## src/rtl/crf_pkg.sv

```systemverilog
`timescale 1ns / 1ps

package crf_pkg;

	localparam int REPORT_MAX = 22;
	localparam int LEN_W      = 5;

	localparam logic [7:0] MODE_BTN         = 8'h30;
	localparam logic [7:0] MODE_BTN_ACC     = 8'h31;
	localparam logic [7:0] MODE_BTN_EXT8    = 8'h32;
	localparam logic [7:0] MODE_BTN_ACC_IR  = 8'h33;
	localparam logic [7:0] MODE_BTN_ACC_EXT = 8'h35;
	localparam logic [7:0] MODE_FULL        = 8'h37;

	localparam logic [LEN_W-1:0] LEN_BTN         = 5'd3;
	localparam logic [LEN_W-1:0] LEN_BTN_ACC     = 5'd6;
	localparam logic [LEN_W-1:0] LEN_BTN_EXT8    = 5'd11;
	localparam logic [LEN_W-1:0] LEN_BTN_ACC_IR  = 5'd18;
	localparam logic [LEN_W-1:0] LEN_BTN_ACC_EXT = 5'd22;
	localparam logic [LEN_W-1:0] LEN_FULL        = 5'd22;

	localparam logic [7:0] MODE_RESET = MODE_BTN;

	localparam logic REG_REPORT_MODE      = 1'b0;
	localparam logic REG_DEVICE_CONNECTED = 1'b1;

	localparam logic [9:0] IR_FILL = 10'h3FF;

	typedef struct packed {
		logic [10:0]        buttons;
		logic signed [11:0] accel_x;
		logic signed [11:0] accel_y;
		logic signed [11:0] accel_z;
		logic signed [11:0] att_accel_x;
		logic signed [11:0] att_accel_y;
		logic signed [11:0] att_accel_z;
		logic [17:0]        nunchuk_controls;
		logic [24:0]        ir_point_0;
		logic [24:0]        ir_point_1;
		logic [24:0]        ir_point_2;
		logic [24:0]        ir_point_3;
	} snapshot_t;

	typedef struct packed {
		logic [REPORT_MAX-1:0][7:0] bytes;
		logic [LEN_W-1:0]           len;
	} report_t;

endpackage

```

## src/rtl/crf_format.sv

```systemverilog
`timescale 1ns / 1ps

module crf_format (
	input  crf_pkg::snapshot_t snap,
	input  logic [7:0]         report_mode,
	input  logic               device_connected,
	output crf_pkg::report_t   rpt
);

	function automatic logic [9:0] accel_code(input logic signed [11:0] v);
		logic signed [12:0] s;
		s = 13'(v) + 13'sd512;
		if (s < 13'sd0)
			return 10'd0;
		else if (s > 13'sd1023)
			return 10'd1023;
		else
			return s[9:0];
	endfunction

	logic [9:0]      mx, my, mz, ax, ay, az;
	logic [1:0][7:0] btn;
	logic [2:0][7:0] acc;
	logic [5:0][7:0] att;
	logic [11:0][7:0] irx;
	logic [9:0][7:0] irb;
	logic [3:0][24:0] pts;
	logic [3:0][9:0] px, py;
	logic [3:0]      pv;

	assign mx = accel_code(snap.accel_x);
	assign my = accel_code(snap.accel_y);
	assign mz = accel_code(snap.accel_z);
	assign ax = accel_code(snap.att_accel_x);
	assign ay = accel_code(snap.att_accel_y);
	assign az = accel_code(snap.att_accel_z);

	// button bits spread over the two-byte word, high byte first
	assign btn[0] = {snap.buttons[10], 2'b00, snap.buttons[9:5]};
	assign btn[1] = {3'b000, snap.buttons[4:0]};

	assign acc[0] = mx[9:2];
	assign acc[1] = my[9:2];
	assign acc[2] = mz[9:2];

	assign att[0] = snap.nunchuk_controls[7:0];
	assign att[1] = snap.nunchuk_controls[15:8];
	assign att[2] = ax[9:2];
	assign att[3] = ay[9:2];
	assign att[4] = az[9:2];
	assign att[5] = {az[1:0], ay[1:0], ax[1:0],
		~snap.nunchuk_controls[16], ~snap.nunchuk_controls[17]};

	assign pts = {snap.ir_point_3, snap.ir_point_2, snap.ir_point_1, snap.ir_point_0};

	always_comb begin
		for (int i = 0; i < 4; i++) begin
			pv[i] = pts[i][24];
			px[i] = pv[i] ? pts[i][9:0] : crf_pkg::IR_FILL;
			py[i] = pv[i] ? pts[i][19:10] : crf_pkg::IR_FILL;
			if (pv[i]) begin
				irx[3*i]   = pts[i][7:0];
				irx[3*i+1] = pts[i][17:10];
				irx[3*i+2] = {pts[i][19:18], pts[i][9:8], pts[i][23:20]};
			end else begin
				irx[3*i]   = 8'hFF;
				irx[3*i+1] = 8'hFF;
				irx[3*i+2] = 8'hFF;
			end
		end
		for (int k = 0; k < 2; k++) begin
			if (!pv[2*k] && !pv[2*k+1]) begin
				for (int j = 0; j < 5; j++)
					irb[5*k+j] = 8'hFF;
			end else begin
				irb[5*k]   = px[2*k][7:0];
				irb[5*k+1] = py[2*k][7:0];
				irb[5*k+2] = {py[2*k][9:8], px[2*k][9:8], py[2*k+1][9:8], px[2*k+1][9:8]};
				irb[5*k+3] = px[2*k+1][7:0];
				irb[5*k+4] = py[2*k+1][7:0];
			end
		end
	end

	always_comb begin
		rpt.bytes = '0;
		rpt.len   = '0;
		rpt.bytes[0] = report_mode;
		rpt.bytes[1] = btn[0];
		rpt.bytes[2] = btn[1];
		case (report_mode)
			crf_pkg::MODE_BTN: begin
				rpt.len = crf_pkg::LEN_BTN;
			end
			crf_pkg::MODE_BTN_ACC: begin
				for (int i = 0; i < 3; i++)
					rpt.bytes[3+i] = acc[i];
				rpt.len = crf_pkg::LEN_BTN_ACC;
			end
			crf_pkg::MODE_BTN_EXT8: begin
				for (int i = 0; i < 6; i++)
					rpt.bytes[3+i] = att[i];
				rpt.len = crf_pkg::LEN_BTN_EXT8;
			end
			crf_pkg::MODE_BTN_ACC_IR: begin
				for (int i = 0; i < 3; i++)
					rpt.bytes[3+i] = acc[i];
				for (int i = 0; i < 12; i++)
					rpt.bytes[6+i] = irx[i];
				rpt.len = crf_pkg::LEN_BTN_ACC_IR;
			end
			crf_pkg::MODE_BTN_ACC_EXT: begin
				for (int i = 0; i < 3; i++)
					rpt.bytes[3+i] = acc[i];
				for (int i = 0; i < 6; i++)
					rpt.bytes[6+i] = att[i];
				rpt.len = crf_pkg::LEN_BTN_ACC_EXT;
			end
			crf_pkg::MODE_FULL: begin
				for (int i = 0; i < 3; i++)
					rpt.bytes[3+i] = acc[i];
				for (int i = 0; i < 10; i++)
					rpt.bytes[6+i] = irb[i];
				for (int i = 0; i < 6; i++)
					rpt.bytes[16+i] = att[i];
				rpt.len = crf_pkg::LEN_FULL;
			end
			default: begin
				rpt.len = '0;
			end
		endcase
		if (!device_connected)
			rpt.len = '0;
	end

endmodule

```

## src/rtl/crf_serializer.sv

```systemverilog
`timescale 1ns / 1ps

module crf_serializer (
	input  logic                   clk,
	input  logic                   arst_n,
	input  logic                   load,
	input  crf_pkg::report_t       rpt,
	output logic                   free,
	output logic                   strobe,
	output logic [7:0]             report_byte,
	output logic                   last
);

	logic [crf_pkg::REPORT_MAX-1:0][7:0] buf_q;
	logic [crf_pkg::LEN_W-1:0]           cnt_q;

	always_ff @(posedge clk or negedge arst_n) begin
		if (!arst_n) begin
			cnt_q <= '0;
		end else if (load) begin
			cnt_q <= rpt.len;
		end else if (cnt_q != '0) begin
			cnt_q <= cnt_q - 1'b1;
		end
	end

	always_ff @(posedge clk) begin
		if (load) begin
			buf_q <= rpt.bytes;
		end else if (cnt_q != '0) begin
			buf_q <= {8'h00, buf_q[crf_pkg::REPORT_MAX-1:1]};
		end
	end

	// free when idle or on the final beat
	assign free        = (cnt_q <= crf_pkg::LEN_W'(1));
	assign strobe      = (cnt_q != '0);
	assign report_byte = buf_q[0];
	assign last        = (cnt_q == crf_pkg::LEN_W'(1));

`ifndef ASSERT_OFF
	a_count_down: assert property (@(posedge clk) disable iff (!arst_n)
		(cnt_q != '0) && !load |=> cnt_q == $past(cnt_q) - 1'b1)
		else $error("beat count did not step down");
	a_load_free: assert property (@(posedge clk) disable iff (!arst_n)
		load |-> free)
		else $error("report loaded over one still going out");
`endif

endmodule

```

## src/rtl/controller_input_report_formatter.sv

```systemverilog
`timescale 1ns / 1ps
// channel   | ports                                           | handshake
// snapshot  | buttons .. ir_point_3                           | start & !busy
// report    | report_byte, last                               | strobe, one beat per cycle
// config    | psel penable pwrite paddr pwdata prdata pready  | apb, pready tied high
//
// a snapshot is registered on acceptance; its report is loaded into the byte
// shifter when that is free and leaves one beat per cycle: 3 to 22 beats by
// report_mode, none for an unknown mode or device_connected 0. one snapshot
// can be held, and accepted, while the previous report still drains.
// reset: report_mode 0x30, device_connected 0, no snapshot held, no beats.
// the receiver cannot stall; busy is high only while a held snapshot waits.

module controller_input_report_formatter (
	input  logic               clk,
	input  logic               arst_n,
	input  logic               start,
	output logic               busy,
	input  logic [10:0]        buttons,
	input  logic signed [11:0] accel_x,
	input  logic signed [11:0] accel_y,
	input  logic signed [11:0] accel_z,
	input  logic signed [11:0] att_accel_x,
	input  logic signed [11:0] att_accel_y,
	input  logic signed [11:0] att_accel_z,
	input  logic [17:0]        nunchuk_controls,
	input  logic [24:0]        ir_point_0,
	input  logic [24:0]        ir_point_1,
	input  logic [24:0]        ir_point_2,
	input  logic [24:0]        ir_point_3,
	output logic               strobe,
	output logic [7:0]         report_byte,
	output logic               last,
	input  logic               psel,
	input  logic               penable,
	input  logic               pwrite,
	input  logic [2:0]         paddr,
	input  logic [31:0]        pwdata,
	output logic [31:0]        prdata,
	output logic               pready
);

	logic               valid_s1;
	crf_pkg::snapshot_t snap_s1;
	logic [7:0]         mode_q;
	logic               conn_q;
	logic               accept, load, free, wr;
	crf_pkg::report_t   rpt;

	assign pready = 1'b1;
	assign wr     = psel && penable && pwrite && pready;
	assign prdata = (paddr[2] == crf_pkg::REG_REPORT_MODE) ? {24'h0, mode_q} : {31'h0, conn_q};

	always_ff @(posedge clk or negedge arst_n) begin
		if (!arst_n) begin
			mode_q <= crf_pkg::MODE_RESET;
			conn_q <= 1'b0;
		end else if (wr) begin
			if (paddr[2] == crf_pkg::REG_REPORT_MODE)
				mode_q <= pwdata[7:0];
			else
				conn_q <= pwdata[0];
		end
	end

	assign load   = valid_s1 && free;
	assign busy   = valid_s1 && !free;
	assign accept = start && !busy;

	always_ff @(posedge clk or negedge arst_n) begin
		if (!arst_n) begin
			valid_s1 <= 1'b0;
		end else if (accept) begin
			valid_s1 <= 1'b1;
		end else if (load) begin
			valid_s1 <= 1'b0;
		end
	end

	always_ff @(posedge clk) begin
		if (accept) begin
			snap_s1 <= '{buttons, accel_x, accel_y, accel_z, att_accel_x, att_accel_y,
				att_accel_z, nunchuk_controls, ir_point_0, ir_point_1, ir_point_2,
				ir_point_3};
		end
	end

	crf_format u_format (
		.snap             (snap_s1),
		.report_mode      (mode_q),
		.device_connected (conn_q),
		.rpt              (rpt)
	);

	crf_serializer u_serializer (
		.clk         (clk),
		.arst_n      (arst_n),
		.load        (load),
		.rpt         (rpt),
		.free        (free),
		.strobe      (strobe),
		.report_byte (report_byte),
		.last        (last)
	);

`ifndef ASSERT_OFF
	a_busy_held: assert property (@(posedge clk) disable iff (!arst_n)
		busy |-> valid_s1 && strobe)
		else $error("busy without a held snapshot behind a running report");
	a_accept_held: assert property (@(posedge clk) disable iff (!arst_n)
		accept |=> valid_s1)
		else $error("accepted snapshot not held");
	a_last_beat: assert property (@(posedge clk) disable iff (!arst_n)
		last |-> strobe)
		else $error("last marker outside a beat");
`endif

endmodule
```

## config.mk

```make
export PLATFORM = sky130hd
export DESIGN_NAME = controller_input_report_formatter
export DESIGN_NICKNAME = d
export VERILOG_FILES = /design/src/rtl/crf_pkg.sv /design/src/rtl/crf_format.sv /design/src/rtl/crf_serializer.sv /design/src/rtl/controller_input_report_formatter.sv
export SDC_FILE = /design/constraint.sdc
export NUM_CORES = 1
export LEC_CHECK = 0
export ABC_CLOCK_PERIOD_IN_PS = 7900
export BUFFER_PORTS_ARGS = -buffer_cell sky130_fd_sc_hd__buf_2
export CORE_AREA = 2 2 189 191
export DETAILED_ROUTE_END_ITERATION = 8
export DIE_AREA = 0 0 191 193
export GPL_TIMING_DRIVEN = 0
export PLACE_DENSITY = 0.71
export SETUP_SLACK_MARGIN = 0.4
export SKIP_LAST_GASP = 1
export SYNTH_ARGS = -nofsm -noshare
export SYNTH_HDL_FRONTEND = slang
export SYNTH_SLANG_ARGS = --single-unit
```

## constraint.sdc

```tcl
create_clock -name clk -period 7.9 [get_ports clk]
set_input_delay 0.395 -clock clk [delete_from_list [all_inputs] [get_ports clk]]
set_output_delay 0.395 -clock clk [all_outputs]
set_load 0.05 [all_outputs]
```

==> flow_summary.json <==
{
  "diodes": 0,
  "post_synth_main_area_contributors": "sky130_fd_sc_hd__edfxtp_1 65%, sky130_fd_sc_hd__a22o_1 4.6%, sky130_fd_sc_hd__nand2_1 3.0%, sky130_fd_sc_hd__o21ai_0 2.8%, sky130_fd_sc_hd__dfrtp_1 1.9%",
  "met3_resource_use_gr_pct": 6.06,
  "min_path_type": "input port to register",
  "grt_first_pass_wirelength_um": 69800,
  "setup.worst_path.start": "u_serializer.cnt_q[1]",
  "postSynth.topFlopCell": "sky130_fd_sc_hd__edfxtp_1",
  "timing_hold_violations_final": 0,
  "endpoint": "u_serializer.buf_q[101]",
  "grt_util_all_layers_pct": 25.7,
  "route.detailed.drc": 0,
  "clkPwrFrac_pct": 23.5,
  "maximum_fanout_along_the_worst_path": 70,
  "max-vdd-ir-drop_mv": 0.229,
  "cellPowerDensity_nw_per_um2": 386,
  "clk_pin_slew_ns": 0.06,
  "detail-route-antenna-nets": 0,
  "crit-reg2reg-capture": "u_serializer.buf_q[101]",
  "count_of_flip_flops_with_a_built_in_enable_after_synthesis": 372,
  "postSynthCellCount": 1273,
  "timing.critical_path.slowest_stage_cell": "sky130_fd_sc_hd__clkbuf_1",
  "grt.met1_usage_pct": 33.5,
  "die_ht_um": 193,
  "clock-skew-final_ns": 0.0166,
  "timing.critical_path.max_delay_family": "buffers and inverters",
  "layout_setup_ws_ns": 4.58,
  "synth_async_sr_flop_share_pct": 3.83,
  "yosys_warning_total": 0,
  "detailedRoute.firstPassIterationCount": 7,
  "path_common_cell": "sky130_fd_sc_hd__buf_16",
  "detailroute.via_count": 12300,
  "grt_util_met2_pct": 41.2,
  "routed_via_density": 5.93,
  "netSwitchingFraction_pct": 35.5,
  "synth.cells.most_frequent": "372 x sky130_fd_sc_hd__edfxtp_1, 138 x sky130_fd_sc_hd__nand2_1, 96 x sky130_fd_sc_hd__o21ai_0",
  "critPathCaptureType": "register",
  "critical_path_arrival_ns": 3.57,
  "std_cell_rows": 69,
  "largest_net_degree_at_the_start_of_global_routing": 79,
  "dpl_worst_slack_ns": 4.67,
  "netlist-cell-type-count": 66,
  "p_int_mw": 5.08,
  "antenna_violations_before_repair": 1,
  "result_of_the_run": "finished, final reports clean",
  "grt_overflow_total": 0,
  "root_buffer": "sky130_fd_sc_hd__clkbuf_16",
  "initial_cell_density_of_the_core_pct": 49.0,
  "worst_setup_path_start_kind": "register",
  "tritoncts": "built",
  "dr.first_iter.drc_count": 1395,
  "p_comb_share_pct": 30.1,
  "yosys.area.top_type": "sky130_fd_sc_hd__edfxtp_1",
  "drive_gt1_share_pct": 24.1,
  "post-route-period-util_pct": 42.0,
  "category_of_the_most_critical_setup_path": "register to register",
  "clock_latency_of_the_later_clocked_register_in_the_worst_skew_pair_ns": 0.54,
  "power_frac_seq_pct": 46.5,
  "rr_worst_depth": 8,
  "yosys.cell_count.top_type": "sky130_fd_sc_hd__edfxtp_1",
  "crit-reg2reg-launch": "u_serializer.cnt_q[1]",
  "boundaryPins": 286,
  "final_max_slew_viol_count": 0,
  "htree_levels": 2,
  "cp_num_buf_inv": 4,
  "core_region_area_um2": 35000,
  "fraction_of_synthesized_cell_area_taken_by_the_top_area_cell_type_pct": 65.1,
  "critical_path_cell_by_cell": "inv_1 -> ha_1 -> o21bai_1 -> nand3_1 -> clkbuf_1 -> nand2_4 -> buf_16 -> buf_16",
  "maxClockFrequency_mhz": 301,
  "setup_repair_after_global_routing_missed_its_margin": "false",
  "synth_sequential_area_ratio_pct": 67.9,
  "routedWlPerCell_um": 23.3,
  "crit_cells": 8,
  "nNetsFinal": 1833,
  "final_cell_count_no_fill": 2065,
  "die_area_um2": 36900,
  "timing.max_cap.violations": 0,
  "place.detailed.hpwl_um": 34900,
  "dieWidth_um": 191,
  "finalWirelength_um": 48200,
  "worst_path_largest_cell_delay_ns": 0.60,
  "first_global_vias": 11700,
  "timing_worst_slew_pin_value_ns": 1.25,
  "globalplace.congestion": 0.949,
  "timing.critical_path.required_ns": 8.15,
  "final.min_clock_period_ns": 3.32,
  "synthToLayoutAreaGrowth_pct": 18.9,
  "clock_tree.buffer_depth": 3,
  "synth_area_per_cell_um2": 13.5,
  "most_used_routing_layer_in_global_routing": "met2",
  "synthesis.area_um2": 17100,
  "relSlewSlack_pct": 15.7,
  "post-route-util_pct": 58.3,
  "synth.ff_latch_count": 392,
  "numPortBuffers": 234,
  "finalSetupViolations": 0,
  "reg2reg_slack_ns": 4.58,
  "tritoncts.num_buffers": 40,
  "fill_count": 2771,
  "numClockSinks": 392,
  "lkg_pwr_nw": 7.80,
  "place_inst": 1995,
  "power_switching_mw": 2.79
}
## worst min path at each step
stage	startpoint	endpoint	slack, ns	cells past startpoint
2_1_floorplan	arst_n	conn_q	0.1	0
3_3_place_gp	arst_n	valid_s1	0.32	1
3_5_place_dp	arst_n	mode_q[6]	0.32	1
4_1_cts	nunchuk_controls[12]	snap_s1[112]	0.01	1
5_1_grt	ir_point_1[14]	snap_s1[64]	0.02	1
6_report	nunchuk_controls[12]	snap_s1[112]	0.03	1
## cell usage in the layout (no fill, tap or decap), types with 35 or more instances in the layout
cell type,n
sky130_fd_sc_hd__clkbuf_1,46
sky130_fd_sc_hd__o31ai_1,37
sky130_fd_sc_hd__nand2_1,137
sky130_fd_sc_hd__nor2_1,37
sky130_fd_sc_hd__buf_4,35
sky130_fd_sc_hd__a22o_1,91
sky130_fd_sc_hd__o21ai_0,96
sky130_fd_sc_hd__clkbuf_16,43
sky130_fd_sc_hd__buf_2,261
sky130_fd_sc_hd__edfxtp_1,372
## power groups by stage
| stage | combinational (mW) | clock [mW] | sequential (mW) |
|---|---|---|---|
| after floorplan | 1.57 | 0 | 3.64 |
| after global placement | 2.20 | 0 | 3.90 |
| after detailed placement | 2.33 | 0 | 3.67 |
| after CTS | 2.34 | 1.87 | 3.64 |
| after global routing | 2.54 | 1.95 | 3.71 |
| final | 2.37 | 1.85 | 3.66 |
## layout make-up
class,instances,area (um^2),area share [%]
plain buffers,107,567,2.78
clock buffers,51,1130,5.52
clock inverters,18,145,0.712
inverters,27,101,0.497
multi-input cells,770,4930,24.2
flip-flops and latches,392,11600,57.1
well taps,461,577,2.83
repair buffers,239,1290,6.33
## per-stage QoR
stage / area [um^2] / hold WS (ns) / power [mW] / setup TNS, ns
detailed placement: 19100 / 0.324 / 6.00 / 0
global route: 20400 / 0.0174 / 8.19 / 0
floorplan: 17200 / 0.0994 / 5.21 / 0
finish: 20400 / 0.0262 / 7.88 / 0
global placement: 19000 / 0.324 / 6.10 / -33.12
CTS: 20400 / 0.0103 / 7.85 / 0
## state kept, by name, indices dropped and copies added (netlist names)
name / count
valid_s1: 1
u_serializer.report_byte: 8
snap_s1: 201
mode_q: 8
u_serializer.buf_q: 168
u_serializer.cnt_q: 5
conn_q: 1
## cells by family after synthesis
group,count (synthesis),synth area share [%]
AO/OA/AOI/OAI,370,15.6
flip-flops,392,67.9
adder cells (fa/ha/maj),14,1.02
multiplexers,29,1.76
XOR/XNOR,5,0.255
other,2,0.0438
buffers and inverters,134,3.90
AND/OR/NAND/NOR,327,9.49
## what timing repair did
action / CTS / global route
resized for setup: 0 / 0
hold endpoints to repair: 13 / 0
hold buffers: 1 / 0
buffers inserted: 0 / 0
## per-layer routing
layer	vias up	routed length, um
li1	5495	-
met1	5866	18500
met2	739	22400
met3	151	4990
met4	0	2350
met5	-	0
(Power assumes the default switching activity.)
